==> src/design/arprr_pkg.sv <==
`timescale 1ns / 1ps
// ----------------------------------------------------------------------------
// arprr_pkg
// Shared types, codes and constants of the ARP receive responder.
// ----------------------------------------------------------------------------
package arprr_pkg;

    // APB data and address widths: the MAC register needs 64-bit data, 8-byte slots
    localparam int DataW = 64;
    localparam int AddrW = 5;

    // Constants checked on every packet, and the reset value of the hardware length
    localparam logic [15:0] HwTypeEth   = 16'h0001;
    localparam logic [15:0] ProtoIpv4   = 16'h0800;
    localparam logic [7:0]  ProtoLenV4  = 8'd4;
    localparam logic [7:0]  HwLenReset  = 8'd6;
    localparam logic [7:0]  LoopOctet   = 8'd127;
    localparam logic [3:0]  McastNibble = 4'hE;

    // Link classification codes
    typedef enum logic [1:0] {
        CLS_HOST  = 2'd0,
        CLS_BCAST = 2'd1,
        CLS_MCAST = 2'd2,
        CLS_OTHER = 2'd3
    } t_class;

    // ARP opcodes of interest
    localparam logic [15:0] OpRequest = 16'd1;
    localparam logic [15:0] OpReply   = 16'd2;

    // Result codes
    typedef enum logic [2:0] {
        VERDICT_HANDLED    = 3'd0,
        VERDICT_BAD_HDR    = 3'd1,
        VERDICT_BAD_TARGET = 3'd2,
        VERDICT_NOT_OURS   = 3'd3,
        VERDICT_BAD_OP     = 3'd4
    } t_verdict;

    // Register indexes (byte address = 8 * index)
    typedef enum logic [1:0] {
        REG_ARP_DISABLED = 2'd0,
        REG_HW_ADDR_LEN  = 2'd1,
        REG_OUR_IP       = 2'd2,
        REG_OUR_MAC      = 2'd3
    } t_reg_idx;

    // Configuration seen by the decision logic
    typedef struct packed {
        logic        arp_disabled;
        logic [7:0]  hw_addr_len;
        logic [31:0] our_ip;
        logic [47:0] our_mac;
    } t_cfg;

    // One decoded ARP packet
    typedef struct packed {
        logic [1:0]  packet_class;
        logic [15:0] hw_type;
        logic [15:0] proto_type;
        logic [7:0]  hw_len;
        logic [7:0]  proto_len;
        logic [15:0] arp_opcode;
        logic [47:0] sender_mac;
        logic [31:0] sender_ip;
        logic [31:0] tgt_ip;
    } t_arp_in;

    // One result item
    typedef struct packed {
        t_verdict    verdict;
        logic        learn_valid;
        logic [47:0] learn_mac;
        logic [31:0] learn_ip;
        logic        reply_valid;
        logic [47:0] reply_src_mac;
        logic [31:0] reply_src_ip;
        logic [47:0] reply_dst_mac;
        logic [31:0] reply_dst_ip;
        logic        release_queue;
    } t_result;

endpackage

==> src/design/arprr_cfg.sv <==
`timescale 1ns / 1ps
// ----------------------------------------------------------------------------
// arprr_cfg
// APB register file: ARP enable, hardware length, interface IP and MAC.
// ----------------------------------------------------------------------------
module arprr_cfg import arprr_pkg::*; (
    input  logic             i_clk,
    input  logic             i_rst_n,
    input  logic             psel,
    input  logic             penable,
    input  logic             pwrite,
    input  logic [AddrW-1:0] paddr,
    input  logic [DataW-1:0] pwdata,
    output logic [DataW-1:0] prdata,
    output logic             pready,
    output t_cfg             o_cfg
);

    t_cfg     r_cfg;
    t_reg_idx w_idx;
    logic     w_wr;

    assign pready = 1'b1;
    assign w_idx  = t_reg_idx'(paddr[AddrW-1:3]);
    assign w_wr   = psel && penable && pwrite;

    // register writes at the access phase
    always_ff @(posedge i_clk) begin
        if (!i_rst_n) begin
            r_cfg.arp_disabled <= 1'b0;
            r_cfg.hw_addr_len  <= HwLenReset;
            r_cfg.our_ip       <= '0;
            r_cfg.our_mac      <= '0;
        end else if (w_wr) begin
            unique case (w_idx)
                REG_ARP_DISABLED: r_cfg.arp_disabled <= pwdata[0];
                REG_HW_ADDR_LEN:  r_cfg.hw_addr_len  <= pwdata[7:0];
                REG_OUR_IP:       r_cfg.our_ip       <= pwdata[31:0];
                REG_OUR_MAC:      r_cfg.our_mac      <= pwdata[47:0];
                default: ;
            endcase
        end
    end

    // read mux
    always_comb begin
        prdata = '0;
        unique case (w_idx)
            REG_ARP_DISABLED: prdata = {{(DataW-1){1'b0}}, r_cfg.arp_disabled};
            REG_HW_ADDR_LEN:  prdata = {{(DataW-8){1'b0}}, r_cfg.hw_addr_len};
            REG_OUR_IP:       prdata = {{(DataW-32){1'b0}}, r_cfg.our_ip};
            REG_OUR_MAC:      prdata = {{(DataW-48){1'b0}}, r_cfg.our_mac};
            default:          prdata = '0;
        endcase
    end

    assign o_cfg = r_cfg;

endmodule

==> src/design/arprr_decide.sv <==
`timescale 1ns / 1ps
// ----------------------------------------------------------------------------
// arprr_decide
// Checks one ARP packet against the interface setup and builds its result.
// ----------------------------------------------------------------------------
module arprr_decide import arprr_pkg::*; (
    input  t_cfg    i_cfg,
    input  t_arp_in i_pkt,
    output t_result o_res
);

    logic     bad_hdr;
    logic     bad_tgt;
    logic     ours;
    logic     learn;
    logic     reply;
    logic     release_q;
    t_verdict verdict;

    // header and class check, then target range, then ownership
    assign bad_hdr = (t_class'(i_pkt.packet_class) == CLS_OTHER) || i_cfg.arp_disabled
                  || (i_pkt.hw_type != HwTypeEth) || (i_pkt.proto_type != ProtoIpv4)
                  || (i_pkt.hw_len != i_cfg.hw_addr_len) || (i_pkt.proto_len != ProtoLenV4);
    assign bad_tgt = (i_pkt.tgt_ip[31:24] == LoopOctet)
                  || (i_pkt.tgt_ip[31:28] == McastNibble);
    assign ours    = (i_pkt.tgt_ip == i_cfg.our_ip);

    // verdict priority chain
    always_comb begin
        verdict   = VERDICT_BAD_OP;
        learn     = 1'b0;
        reply     = 1'b0;
        release_q = 1'b0;
        if (bad_hdr) begin
            verdict = VERDICT_BAD_HDR;
        end else if (bad_tgt) begin
            verdict = VERDICT_BAD_TARGET;
        end else if (!ours) begin
            // gratuitous announcement still teaches the binding
            verdict = VERDICT_NOT_OURS;
            learn   = (i_pkt.tgt_ip == i_pkt.sender_ip);
        end else if (i_pkt.arp_opcode == OpReply) begin
            verdict   = VERDICT_HANDLED;
            learn     = 1'b1;
            release_q = 1'b1;
        end else if (i_pkt.arp_opcode == OpRequest) begin
            verdict = VERDICT_HANDLED;
            learn   = 1'b1;
            reply   = 1'b1;
        end
    end

    // address fields are zero when their valid is low
    assign o_res.verdict       = verdict;
    assign o_res.learn_valid   = learn;
    assign o_res.learn_mac     = learn ? i_pkt.sender_mac : '0;
    assign o_res.learn_ip      = learn ? i_pkt.sender_ip  : '0;
    assign o_res.reply_valid   = reply;
    assign o_res.reply_src_mac = reply ? i_cfg.our_mac    : '0;
    assign o_res.reply_src_ip  = reply ? i_pkt.tgt_ip     : '0;
    assign o_res.reply_dst_mac = reply ? i_pkt.sender_mac : '0;
    assign o_res.reply_dst_ip  = reply ? i_pkt.sender_ip  : '0;
    assign o_res.release_queue = release_q;

endmodule

==> src/design/arp_receive_responder_top.sv <==
`timescale 1ns / 1ps
// ----------------------------------------------------------------------------
// arp_receive_responder_top
// Decides drop, learn, reply and queue release for each received ARP packet.
// ----------------------------------------------------------------------------
// Usage:
//  - Input channel: i_in_valid with the decoded packet fields; o_in_stall
//    back to the source. A transfer happens when valid is high and stall low.
//  - Output channel: o_out_valid with the result fields; i_out_stall from
//    the sink. Exactly one result per accepted packet, in order.
//  - Each result passes the input register, then the result register
//    after the check logic.
//  - Throughput: one packet per cycle while the sink does not stall,
//    set by the two-register pipeline.
//  - When the sink stalls, the result register holds; the input register
//    still accepts one more packet, then o_in_stall rises until the sink
//    takes the result.
//  - Reset (synchronous, active low) empties both stages and restores the
//    registers: ARP enabled, hardware length 6, IP and MAC zero.
//  - Registers on APB at byte address 8*index, 64-bit data; write only
//    while the block is idle.
// ----------------------------------------------------------------------------
module arp_receive_responder_top import arprr_pkg::*; (
    input  logic             i_clk,
    input  logic             i_rst_n,
    // configuration
    input  logic             psel,
    input  logic             penable,
    input  logic             pwrite,
    input  logic [AddrW-1:0] paddr,
    input  logic [DataW-1:0] pwdata,
    output logic [DataW-1:0] prdata,
    output logic             pready,
    // packet input
    input  logic             i_in_valid,
    output logic             o_in_stall,
    input  logic [1:0]       i_packet_class,
    input  logic [15:0]      i_hw_type,
    input  logic [15:0]      i_proto_type,
    input  logic [7:0]       i_hw_len,
    input  logic [7:0]       i_proto_len,
    input  logic [15:0]      i_arp_opcode,
    input  logic [47:0]      i_sender_mac,
    input  logic [31:0]      i_sender_ip,
    input  logic [31:0]      i_tgt_ip,
    // result output
    output logic             o_out_valid,
    input  logic             i_out_stall,
    output logic [2:0]       o_verdict,
    output logic             o_learn_valid,
    output logic [47:0]      o_learn_mac,
    output logic [31:0]      o_learn_ip,
    output logic             o_reply_valid,
    output logic [47:0]      o_reply_src_mac,
    output logic [31:0]      o_reply_src_ip,
    output logic [47:0]      o_reply_dst_mac,
    output logic [31:0]      o_reply_dst_ip,
    output logic             o_release_queue
);

    t_cfg    w_cfg;
    t_arp_in r_pkt;
    logic    r_pkt_vld;
    t_result w_res;
    t_result r_res;
    logic    r_res_vld;
    logic    out_adv;
    logic    in_adv;

    arprr_cfg u_cfg (
        .i_clk   (i_clk),
        .i_rst_n (i_rst_n),
        .psel    (psel),
        .penable (penable),
        .pwrite  (pwrite),
        .paddr   (paddr),
        .pwdata  (pwdata),
        .prdata  (prdata),
        .pready  (pready),
        .o_cfg   (w_cfg)
    );

    // pipeline advance: result stage moves when empty or drained
    assign out_adv    = !r_res_vld || !i_out_stall;
    assign in_adv     = !r_pkt_vld || out_adv;
    assign o_in_stall = !in_adv;

    // input register
    always_ff @(posedge i_clk) begin
        if (!i_rst_n) begin
            r_pkt_vld <= 1'b0;
        end else if (in_adv) begin
            r_pkt_vld <= i_in_valid;
        end
    end

    always_ff @(posedge i_clk) begin
        if (in_adv && i_in_valid) begin
            r_pkt.packet_class <= i_packet_class;
            r_pkt.hw_type      <= i_hw_type;
            r_pkt.proto_type   <= i_proto_type;
            r_pkt.hw_len       <= i_hw_len;
            r_pkt.proto_len    <= i_proto_len;
            r_pkt.arp_opcode   <= i_arp_opcode;
            r_pkt.sender_mac   <= i_sender_mac;
            r_pkt.sender_ip    <= i_sender_ip;
            r_pkt.tgt_ip       <= i_tgt_ip;
        end
    end

    arprr_decide u_decide (
        .i_cfg (w_cfg),
        .i_pkt (r_pkt),
        .o_res (w_res)
    );

    // result register
    always_ff @(posedge i_clk) begin
        if (!i_rst_n) begin
            r_res_vld <= 1'b0;
        end else if (out_adv) begin
            r_res_vld <= r_pkt_vld;
        end
    end

    always_ff @(posedge i_clk) begin
        if (out_adv && r_pkt_vld) begin
            r_res <= w_res;
        end
    end

    assign o_out_valid     = r_res_vld;
    assign o_verdict       = r_res.verdict;
    assign o_learn_valid   = r_res.learn_valid;
    assign o_learn_mac     = r_res.learn_mac;
    assign o_learn_ip      = r_res.learn_ip;
    assign o_reply_valid   = r_res.reply_valid;
    assign o_reply_src_mac = r_res.reply_src_mac;
    assign o_reply_src_ip  = r_res.reply_src_ip;
    assign o_reply_dst_mac = r_res.reply_dst_mac;
    assign o_reply_dst_ip  = r_res.reply_dst_ip;
    assign o_release_queue = r_res.release_queue;

endmodule
==> config.mk <==
export PLATFORM = sky130hd
export DESIGN_NAME = arp_receive_responder_top
export DESIGN_NICKNAME = d
export VERILOG_FILES = /design/src/design/arprr_pkg.sv /design/src/design/arprr_cfg.sv /design/src/design/arprr_decide.sv /design/src/design/arp_receive_responder_top.sv
export SDC_FILE = /design/constraint.sdc
export NUM_CORES = 1
export LEC_CHECK = 0
export BUFFER_PORTS_ARGS = -buffer_cell sky130_fd_sc_hd__buf_4
export CAP_MARGIN = 0
export CORE_MARGIN = 2
export CORE_UTILIZATION = 48
export CTS_CLUSTER_SIZE = 20
export DETAILED_ROUTE_END_ITERATION = 7
export HOLD_SLACK_MARGIN = 0.12
export PLACE_DENSITY = 0.76
export SKIP_CTS_REPAIR_TIMING = 1
export SLEW_MARGIN = 20
export SYNTH_ARGS = -nofsm -noshare
export SYNTH_HDL_FRONTEND = slang
export SYNTH_SLANG_ARGS = --single-unit
==> constraint.sdc <==
create_clock -name i_clk -period 22.6 [get_ports i_clk]
set_input_delay 3.39 -clock i_clk [delete_from_list [all_inputs] [get_ports i_clk]]
set_output_delay 3.39 -clock i_clk [all_outputs]
set_load 0.02 [all_outputs]
==> impl_metrics.yaml <==
floorplanning:
  rows: 78
  initial_core_util_pct: 48.6
  io_pins: 567
  coreArea_mm2: 0.0453
  die_h_um: 218
  die_w_um: 218
  die_area_mm2: 0.0476
cts:
  cts-root-buf: "clkbuf_16"
  htreeDepth: 2
  clock_path_buffers: 3
  cts_num_sinks: 515
  clk_pin_slew_worst_paths_ns: 0.06
  cts_tree: "yes"
  clock_latency_ns: 0.60
  cts_buffers: 53
critical_path:
  ff2ff_path_depth: 7
  r2r_start: "r_pkt[31]"
  rrSetupSlack_ns: 18.33
  crit_fanout: 53
  worstSetupPathType: "in -> out"
  crit_arrival_ns: 4.92
  r2r_end: "o_reply_src_ip[7]"
  required_ns: 19.21
  start_kind: "input pin"
  critPathCaptureType: "primary output"
  cp-startpoint: "paddr[3]"
  cp-endpoint: "prdata[5]"
yosys:
  synth_area_leaders: "edfxtp_1 58%, dfxtp_1 8.3%, nor3_2 7.3%, nand3_1 3.7%, nand2_1 2.9%"
  async_flop_share_pct: 0
  yosysSeqAreaShare_pct: 66.1
  syn_inst: 1657
  yosys.area.top_type: "edfxtp_1"
  syn_area_mm2: 0.0220
  syn_avg_cell_area_um2: 13.3
  ys.flop_type: "edfxtp_1"
  synth_cell_types: 45
  ys.warnings.count: 0
  synth_seq_cells: 515
  synth_top_area_share_pct: 57.8
  synth-edff-count: 424
drt:
  drt_iter0_drc: 1567
  drc: 0
  routedWlPerCell_um: 23.8
  vias: 15710
  ant_nets: 0
  avgViaCountPerCell: 5.70
  drt-total-wl_mm: 65.4
  drt_first_pass_iters: 5
grt:
  antenna_found_initial: 6
  gr-total-overflow: 0
  grt_pass1_wl_mm: 95.2
  grt_pass1_vias: 15209
  grt_usage_pct: 26.7
  grt_start_max_net_pins: 179
power:
  power.share.clock_pct: 41.8
  power.internal_w: 0.00167
  switching_share_pct: 22.8
  p_leak_nw: 9.21
  power_density_mw_per_mm2: 77.5
  p_comb_share_pct: 7.4
  p_sw_w: 0.000494
  vdd_drop_max_uv: 67.7
  power_frac_seq_pct: 50.8
finish:
  seq_area_mm2: 0.0146
  fill_cells: 3483
  syn2layout_area_growth_pct: 26.8
  layout.nets: 2358
  fin_util_pct: 61.6
  drive_above_1_share_pct: 38.2
  multi_input_area_mm2: 0.00662
run_status:
  status: "complete, no violations"
flow_run:
  max_cap_violations: 0
sta:
  hold_viol: 0
  slew_headroom_pct: 20.4
  worstMarginPinSlew_ns: 1.19
  skew_ns: 0.0311
  setup_tns_ns: 0
  setup_viol: 0
  rsz0062_at_grt: "no"
  finalCritPeriodShare_pct: 36.8
  fmax_mhz: 120
  drv_slew: 0
  min_period_ns: 8.31
placed_design:
  io_buffers: 530
  gp_congestion: 0.814
  dpl.hpwl_mm: 42.1
min_path:
  hold_path.class: "reg -> reg"
-- layer usage --
| metal | vias up | global-route usage [%] | part of all wire [%] |
|---|---|---|---|
| li1 | 7010 | - | - |
| met1 | 7758 | 34.4 | 39 |
| met2 | 789 | 43.2 | 49 |
| met3 | 153 | 5.39 | 7.7 |
| met4 | 0 | 13.2 | 4.8 |
| met5 | - | 0 | 0 |
-- stage by stage --
stage	setup WS (ns)	instance area [µm²]	instances	total power (W)	hold WS [ns]
after floorplan	0.280	22100	1672	0.00120	0.444
after global placement	14.29	26100	2648	0.00128	0.456
after detailed placement	14.28	26100	2649	0.00128	0.455
after CTS	14.28	27900	2748	0.00217	0.464
after global routing	14.17	27900	2754	0.00222	0.488
final	14.29	27900	2754	0.00216	0.465
-- Yosys cell counts, drive strengths merged, types with 2 or more instances --
library cell / instances
a21boi: 81
a21oi: 82
a22o: 7
and3: 17
buf: 70
clkbuf: 102
conb: 2
dfxtp: 91
edfxtp: 424
mux2: 7
mux2i: 33
nand2: 168
nand3: 164
nand4: 95
nor2: 4
nor2b: 37
nor3: 166
nor3b: 2
nor4: 19
nor4b: 3
o21a: 2
xnor2: 40
xor2: 32
-- power groups by stage --
| stage | logic (W) | registers, W | clock network [W] |
|---|---|---|---|
| 2_1_floorplan | 0.0000453 | 0.00116 | 0 |
| 3_3_place_gp | 0.000158 | 0.00112 | 0 |
| 3_5_place_dp | 0.000159 | 0.00112 | 0 |
| 4_1_cts | 0.000160 | 0.00110 | 0.000914 |
| 5_1_grt | 0.000168 | 0.00110 | 0.000949 |
| 6_report | 0.000160 | 0.00110 | 0.000903 |
-- worst min path at each step --
stage / from / end / slack, ns / depth (start not counted)
finish: u_cfg.o_cfg[41] / u_cfg.o_cfg[41] / 0.46 / 2
global route: u_cfg.o_cfg[34] / u_cfg.o_cfg[34] / 0.49 / 2
CTS: u_cfg.o_cfg[41] / u_cfg.o_cfg[41] / 0.46 / 2
detailed placement: u_cfg.o_cfg[41] / u_cfg.o_cfg[41] / 0.46 / 2
global placement: u_cfg.o_cfg[34] / u_cfg.o_cfg[34] / 0.46 / 2
floorplan: u_cfg.o_cfg[32] / u_cfg.o_cfg[32] / 0.44 / 2
-- layout by cell type, fill, tap and decap left out, types with 8 or more instances in the layout --
cell and instances:
a21boi_0 30, a21boi_1 50, a21oi_1 82, and3_1 17, buf_4 546, clkbuf_16 53
clkinv_1 8, clkinv_2 10, conb_1 17, dfxtp_1 91, edfxtp_1 424, mux2i_1 33
nand2_1 166, nand3_1 162, nand4_1 95, nor2b_1 35, nor3_2 160, nor4_1 17
xnor2_1 40, xor2_1 32
-- cell type report --
type                    count  share of cell area [%]
flip-flops and latches    515                    52.2
clock inverters            37                    1.40
repair buffers            549                    14.9
clock buffers              62                    5.05
diodes                      6                  0.0538
multi-input cells         985                    23.7
well taps                 600                    2.69
-- cells by family (layout without fill, tap and decap cells) --
kind of cell    Yosys count  in the layout  share of synthesized area [%]
simple gates            678            678                           19.4
xor+xnor                 72             72                           2.86
mux                      41             41                           1.96
flops                   515            515                           66.1
buf+inv                 172            648                           4.43
compound gates          177            177                           5.17
other cells               2             23                         0.0341
-- critical path, stage by stage --
cell and delay, ns:
buf_4 0.55, nor2b_1 0.53, a22o_1 0.27, buf_4 0.15
-- registers in the layout, summed over array words and instances (netlist names) --
signal,cells
o_learn_ip,32
o_learn_mac,48
o_learn_valid,1
o_out_valid,1
o_release_queue,1
o_reply_dst_ip,32
o_reply_dst_mac,48
o_reply_src_ip,32
o_reply_src_mac,48
o_reply_valid,1
o_verdict,3
r_pkt,178
r_pkt_vld,1
u_cfg.o_cfg,89
No activity file was read; power rests on OpenSTA's default activity.
